<file path="src/sv/ats_pkg.sv">
// ----------------------------------------------------------------------------
// Animation timeline sampler package
// Shared register indexes, mode codes and pipeline control types.
// ----------------------------------------------------------------------------
package ats_pkg;

  localparam int DUR_BITS = 31;
  localparam int ITER_BITS = 31;
  localparam int COUNT_INT_BITS = 16;
  localparam int ADDR_BITS = 5;
  localparam int DATA_BITS = 32;

  localparam logic [2:0] REG_DELAY = 3'd0;
  localparam logic [2:0] REG_DURATION = 3'd1;
  localparam logic [2:0] REG_COUNT = 3'd2;
  localparam logic [2:0] REG_INFINITE = 3'd3;
  localparam logic [2:0] REG_DIRECTION = 3'd4;
  localparam logic [2:0] REG_FILL = 3'd5;

  localparam logic [1:0] DIR_NORMAL = 2'd0;
  localparam logic [1:0] DIR_REVERSE = 2'd1;
  localparam logic [1:0] DIR_ALTERNATE = 2'd2;
  localparam logic [1:0] DIR_ALT_REVERSE = 2'd3;

  localparam logic [1:0] FILL_NONE = 2'd0;
  localparam logic [1:0] FILL_FORWARDS = 2'd1;
  localparam logic [1:0] FILL_BACKWARDS = 2'd2;
  localparam logic [1:0] FILL_BOTH = 2'd3;

  typedef struct packed {
    logic       count_infinite;
    logic [1:0] direction;
    logic [1:0] fill;
  } ats_mode_t;

  typedef struct packed {
    logic valid;
    logic early;
    logic terminal;
  } ats_ctrl_t;

endpackage

</file>
<file path="src/sv/ats_cfg.sv">
// ----------------------------------------------------------------------------
// Animation timeline sampler configuration
// APB register file and the registered end-of-active-span limit.
// ----------------------------------------------------------------------------
module ats_cfg import ats_pkg::*; #(
  parameter int COUNT_FRAC_BITS = 8
) (
  input  logic                                  clk,
  input  logic                                  rst_n,
  input  logic                                  psel,
  input  logic                                  penable,
  input  logic                                  pwrite,
  input  logic [ADDR_BITS-1:0]                  paddr,
  input  logic [DATA_BITS-1:0]                  pwdata,
  output logic [DATA_BITS-1:0]                  prdata,
  output logic                                  pready,
  output logic [DUR_BITS-1:0]                   delay,
  output logic [DUR_BITS-1:0]                   duration,
  output logic [COUNT_INT_BITS+COUNT_FRAC_BITS-1:0] count,
  output ats_mode_t                             mode,
  output logic [DUR_BITS+COUNT_INT_BITS-1:0]    limit
);

  localparam int CB = COUNT_INT_BITS + COUNT_FRAC_BITS;
  localparam int PW = DUR_BITS + CB;
  localparam int LW = DUR_BITS + COUNT_INT_BITS;

  logic [DUR_BITS-1:0] delay_r;
  logic [DUR_BITS-1:0] duration_r;
  logic [CB-1:0]       count_r;
  ats_mode_t           mode_r;
  logic [PW-1:0]       prod_r;
  logic [LW-1:0]       limit_r;
  logic                wr_en;
  logic [2:0]          idx;
  logic [PW-1:0]       rounded;

  assign pready = 1'b1;
  assign wr_en  = psel && penable && pwrite;
  assign idx    = paddr[4:2];

  always_ff @(posedge clk) begin
    if (!rst_n) begin
      delay_r    <= '0;
      duration_r <= '0;
      count_r    <= CB'(1) << COUNT_FRAC_BITS;
      mode_r     <= '0;
    end else if (wr_en) begin
      case (idx)
        REG_DELAY:     delay_r <= pwdata[DUR_BITS-1:0];
        REG_DURATION:  duration_r <= pwdata[DUR_BITS-1:0];
        REG_COUNT:     count_r <= pwdata[CB-1:0];
        REG_INFINITE:  mode_r.count_infinite <= pwdata[0];
        REG_DIRECTION: mode_r.direction <= pwdata[1:0];
        REG_FILL:      mode_r.fill <= pwdata[1:0];
        default: ;
      endcase
    end
  end

  // The span is rounded up so that a whole-tick compare matches the fixed-point one.
  assign rounded = prod_r + PW'((1 << COUNT_FRAC_BITS) - 1);

  always_ff @(posedge clk) begin
    prod_r  <= PW'(duration_r) * PW'(count_r);
    limit_r <= LW'(rounded >> COUNT_FRAC_BITS);
  end

  always_comb begin
    case (idx)
      REG_DELAY:     prdata = DATA_BITS'(delay_r);
      REG_DURATION:  prdata = DATA_BITS'(duration_r);
      REG_COUNT:     prdata = DATA_BITS'(count_r);
      REG_INFINITE:  prdata = DATA_BITS'(mode_r.count_infinite);
      REG_DIRECTION: prdata = DATA_BITS'(mode_r.direction);
      REG_FILL:      prdata = DATA_BITS'(mode_r.fill);
      default:       prdata = '0;
    endcase
  end

  assign delay    = delay_r;
  assign duration = duration_r;
  assign count    = count_r;
  assign mode     = mode_r;
  assign limit    = limit_r;

endmodule

</file>
<file path="config.mk">
export PLATFORM = sky130hd
export DESIGN_NAME = ats_cfg
export DESIGN_NICKNAME = d
export VERILOG_FILES = /design/src/sv/ats_pkg.sv /design/src/sv/ats_cfg.sv
export SDC_FILE = /design/constraint.sdc
export NUM_CORES = 2
export LEC_CHECK = 0
export BUFFER_PORTS_ARGS = -buffer_cell sky130_fd_sc_hd__buf_2
export CAP_MARGIN = 30
export CORE_MARGIN = 2
export CORE_UTILIZATION = 61
export CTS_BUF_LIST = sky130_fd_sc_hd__clkbuf_16
export DETAILED_ROUTE_END_ITERATION = 7
export PLACE_DENSITY = 0.92
export SETUP_SLACK_MARGIN = 0.1
export SYNTH_ARGS = -nofsm -noshare
export SYNTH_HDL_FRONTEND = slang
export SYNTH_SLANG_ARGS = --single-unit
export TNS_END_PERCENT = 50
</file>
<file path="constraint.sdc">
create_clock -name clk -period 8.4 [get_ports clk]
set_input_delay 0.42 -clock clk [delete_from_list [all_inputs] [get_ports clk]]
set_output_delay 0.42 -clock clk [all_outputs]
set_load 0.01 [all_outputs]
</file>
* Yosys cells after proc, flatten, opt, wreduce, memory -nomap -nowiden
Cells that the tools add are included.
** Storage, ports and cells
- Register bits after elaboration :: 193
- Word-level logic and storage cells :: 25
** Operators by class
- Multiply operators :: 1
- Eq/ne operators :: 5
- Add/subtract/negate cells :: 1
- Muxes and demuxes :: 1
- Reduce and logical (&&, ||, !) cells :: 9
** Operator list (count)
- 31-bit one-hot mux with 6 select lines :: 1
- 55-bit by 8-bit adder with 55-bit output (second input constant) :: 1
- 31-bit by 24-bit multiplier with 55-bit output :: 1
- 2-bit AND reduction :: 6
- 3-bit by 2-bit == test with 1-bit output (second input constant) :: 2
- 3-bit == test (second input constant) :: 2
- 3-bit by 1-bit == test with 1-bit output (second input constant) :: 1
- 3-bit logical NOT :: 1
- 1-bit logical AND :: 2

* Depth between registers and ports, before layout
- Word-level depth :: 3
- Mapped depth :: 25

* Least setup slack after synthesis
No wires, ideal clock.
- Kind :: flip-flop to flip-flop
- From :: register count_r[3] (netlist: count[3])
- To :: register prod_r[48]
- Path buffers :: 3
- Period minus slack after synthesis :: 6656 ps
- Required time :: 8269 ps
- Arrival time :: 6525 ps
- Cell stages (with the launch flop) :: 26
- Path slack :: 1744 ps
- Path through :: dfxtp_1 -> clkbuf_1 -> clkbuf_1 -> nand2_1 -> fa_1 -> inv_1 -> fa_1 -> inv_1 -> fa_1 -> fa_1 -> inv_1 -> fa_1 -> fa_1 -> inv_1 -> fa_1 -> inv_1 -> ha_1 -> buf_6 -> a21o_1 -> o21bai_1 -> a221oi_1 -> o21ai_0 -> a41oi_2 -> o31ai_4 -> a2111oi_0 -> nor3_1
** On the way
- Word-level cells in the longest chain between the ends :: 1
** Ends and longest elaborated chain
- start, declared :: RTL line ats_cfg.sv:30 : logic [CB-1:0] count_r;
- start signal, assigned :: RTL line ats_cfg.sv:46 : count_r <= CB'(1) << COUNT_FRAC_BITS;
- start signal, assigned :: RTL line ats_cfg.sv:52 : REG_COUNT: count_r <= pwdata[CB-1:0];
- 31-bit by 24-bit multiplier with 55-bit output :: RTL line ats_cfg.sv:65 : prod_r <= PW'(duration_r) * PW'(count_r);
- end signal, assigned :: RTL line ats_cfg.sv:65
- end, declared :: RTL line ats_cfg.sv:32 : logic [PW-1:0] prod_r;
Every way passes these cells.
A chain may end at the register's enable or synchronous reset.

* Worst setup path in the final report
- From :: register duration_r[11] (netlist: duration[11])
- To :: register prod_r[52]
** On the way
- Word-level cells in the longest chain between the ends :: 1
** Ends and longest elaborated chain
- start, declared :: RTL line ats_cfg.sv:29 : logic [DUR_BITS-1:0] duration_r;
- start signal, assigned :: RTL line ats_cfg.sv:51 : REG_DURATION: duration_r <= pwdata[DUR_BITS-1:0];
- 31-bit by 24-bit multiplier with 55-bit output :: RTL line ats_cfg.sv:65
Every way passes these cells.

==> summary.md <==
| Metric | Value |
|---|---|
| Total Nets Final | `between 4k and 5k` |
| # hold bufs at CTS | `0` |
| Syn nets | `between 4k and 5k` |
| Post-DP HPWL | `roughly 72000 µm` |
| Routed WL per cell | `roughly 22 µm` |
| Buffers on Ports | `approximately 210` |
| Final instance area | `roughly 0.034 mm²` |
| Initial antenna violation count | `4` |
| Die area | `between 0.05 and 0.06 mm²` |
| Drt total wl | `roughly 95000 µm` |
| DR vias/cell | `~6` |
| All-Layer GR Usage | `a little under two fifths` |
| ANT nets after route | `0` |
| CTS-repair resized insts | `0` |
| Syn avg cell area | `roughly 8.9 µm²` |
| Hold Path Class | `in -> reg` |
| Die X | `around 230 µm` |
| Starting density of the core | `61.3%` |
| EDFF count, synth | `0` |
| Via Count | `around 26k` |
| Post-Place Cell Area | `between 0.03 and 0.04 mm²` |
| DRT iter0 DRCs | `2506` |
| Outcome | `complete, no violations` |
| Clock-pin slew on the worst setup and hold paths | `~0.080 ns` |
| Setup Fix Bufs, Post-CTS | `0` |
| Yosys top cell by area | `fa_1` |
| FMAX | `roughly 130 MHz` |
| MaxCap Viol Count | `0` |
| Synth area leaders | `fa_1 41%, dfxtp_1 12%, inv_1 8.4%` |
| Synth Instances | `3527` |
| Final setup fails | `0` |
| Maximum vdd drop | `0.164 mV` |
| Clock Skews | `around 0.027 ns` |
| GRT overflow | `0` |
| Root Driver | `clkbuf_16` |
| Crit path kind | `reg -> reg` |
| H-tree depth | `4` |
| Setup TNS | `0 ns` |
| Synth cell types | `a little over 70` |
| Largest net degree at the start of global routing | `92` |
| RSZ-0062 raised after global routing | `no` |
| P&R area growth vs syn | `7.77%` |
| CP max FO | `18` |
| 1st-pass router iterations | `7` |
| Syn Std Cell Area | `roughly 0.031 mm²` |
| P_leak | `about 17 nW` |
| Residual DRC count | `0` |
| Sequential area share after synthesis | `12.3%` |
| # IOs | `roughly 210` |
| Synth Register Bits | `slightly below 200` |
| Critical path capture point type | `register` |
| Worst slew pin tran | `between 1 and 1.5 ns` |
| Synth warn | `0` |
| First-pass GRT wire length | `around 150000 µm` |
| Tcrit/Tclk final | `between 90 and 100%` |
| Final Hold Viols | `0` |
| Pwr dens | `~57 mW/mm²` |
| Num CTS Buffers | `17` |
| Die Y | `231 µm` |
| Max Slew Vio Count | `0` |
| Asr flop ratio synth | `0%` |
| Clock buffer depth | `2` |
| Data arrival time of the critical path | `8.19 ns` |
| Share of layout cells above drive strength 1 | `10.2%` |
| Req. time, crit path | `just under 9 ns` |
| Power Total | `~1.9 mW` |
| Vias in the first global route | `between 20k and 30k` |
| Primary FF master, synth | `dfxtp_1` |
| Gp weighted congestion | `approximately 0.94` |
| Clock Latency Late Sink | `0.52 ns` |
| FP Rows | `83` |
| Core area | `approximately 0.05 mm²` |
| CTS tree | `built` |
| Final min period | `a little under 8 ns` |
| Clock sinks | `193` |
| Synth top area share | `40.6%` |
| Startpoint Class | `register` |
| Slew Limit Headroom | `23.7%` |
[sequential cells by signal (all words and copies together), names as in the netlist]
register	count
limit	47
duration	31
delay	31
mode	5
count	24
prod_r	55
[Yosys cell counts, types with 5 or more instances]
| cell | count |
|---|---|
| and3_2 | 5 |
| mux2i_1 | 35 |
| nand2b_1 | 6 |
| nor2b_1 | 12 |
| nand4_1 | 17 |
| inv_1 | 701 |
| clkbuf_1 | 196 |
| o21ai_0 | 27 |
| xor2_1 | 27 |
| and3_1 | 19 |
| ha_1 | 181 |
| a21oi_1 | 73 |
| and2_1 | 380 |
| buf_2 | 7 |
| nor3_1 | 15 |
| and4_1 | 6 |
| a21o_1 | 30 |
| a31oi_1 | 9 |
| fa_1 | 636 |
| dfxtp_1 | 193 |
| nand3_1 | 32 |
| nor2_1 | 72 |
| nand2_1 | 604 |
| xnor2_1 | 69 |
| a21boi_0 | 87 |
| o21bai_1 | 10 |
[critical path, cell delays in order, from the launching register on]
cell     delay [ns]
dfxtp_1        1.06
buf_4          0.35
nand2_1        0.11
fa_1           0.58
inv_1          0.07
fa_1           0.50
fa_1           0.57
fa_1           0.44
fa_1           0.49
fa_1           0.54
inv_1          0.06
fa_1           0.48
inv_1          0.05
ha_1           0.43
nand3_1        0.14
nor3_1         0.54
a41oi_2        0.35
o31ai_4        0.51
a41oi_1        0.21
xnor2_1        0.17
[power by group]
| part | internal [mW] | switching [mW] | leakage, nW |
|---|---|---|---|
| logic | 0.0360 | 0.0659 | 15.5 |
| clock network | 0.416 | 0.479 | 0.306 |
| registers | 0.920 | 0.0136 | 1.56 |
[placed cells by master (no fill, tap or decap), types with 69 or more instances in the layout]
cell / Yosys / routed
xnor2_1: 69 / 69
buf_2: 7 / 207
buf_4: 3 / 84
a21boi_0: 87 / 87
nand2_1: 604 / 604
fa_1: 636 / 636
and2_1: 380 / 380
inv_1: 701 / 701
dfxtp_1: 193 / 189
nor2_1: 72 / 72
ha_1: 181 / 181
a21oi_1: 73 / 73
[worst paths after layout]
kind / slack (ns) / startpoint / endpoint / cells after the start
min reg2reg: 0.45 / prod_r[36] / limit[28] / 1
max: 0.60 / duration[11] / prod_r[52] / 19
max reg2reg: 0.60 / duration[11] / prod_r[52] / 19
min: 0.16 / pwdata[8] / count[8] / 3
[through the flow]
step	utilization, %	hold WS (ns)	setup slack, ns	std cells
after global placement	64.7	0.433	1.02	4288
final	66.1	0.156	0.601	4329
after detailed placement	64.8	0.439	0.874	4291
after floorplan	-	0.413	1.74	3527
after global routing	66.1	0.148	0.449	4324
after CTS	66.0	0.124	0.826	4323
[kinds of logic (layout without fill, tap and decap cells)]
group	after synthesis	in the layout	share of synthesized area [%]
buf+inv	912	1029	11.1
mux	37	37	1.23
compound gates	275	275	6.15
xor+xnor	96	96	2.68
fa+ha+maj	817	817	47.9
flops	193	193	12.3
other cells	2	7	0.0240
simple gates	1195	1195	18.7
[cell type report]
type / count / area (µm²)
Clock buffer: 17 / 425
Sequential cell: 193 / 3870
Timing Repair Buffer: 296 / 1760
Multi-Input combinational cell: 2422 / 24000
Antenna cell: 5 / 12.5
Clock inverter: 15 / 208
Tap cell: 680 / 851
Inverter: 701 / 2630
Fill cell: 3628 / 17300
[routing by layer]
layer / vias to the layer above / part of all wire, % / GRT usage, %
met1: 12700 / 31 / 39.5
met5: - / 0 / 0
met2: 1968 / 47 / 60.5
met4: 0 / 10 / 31.9
met3: 821 / 11 / 12.0
li1: 10600 / - / -
No activity file was read; power rests on OpenSTA's default activity.
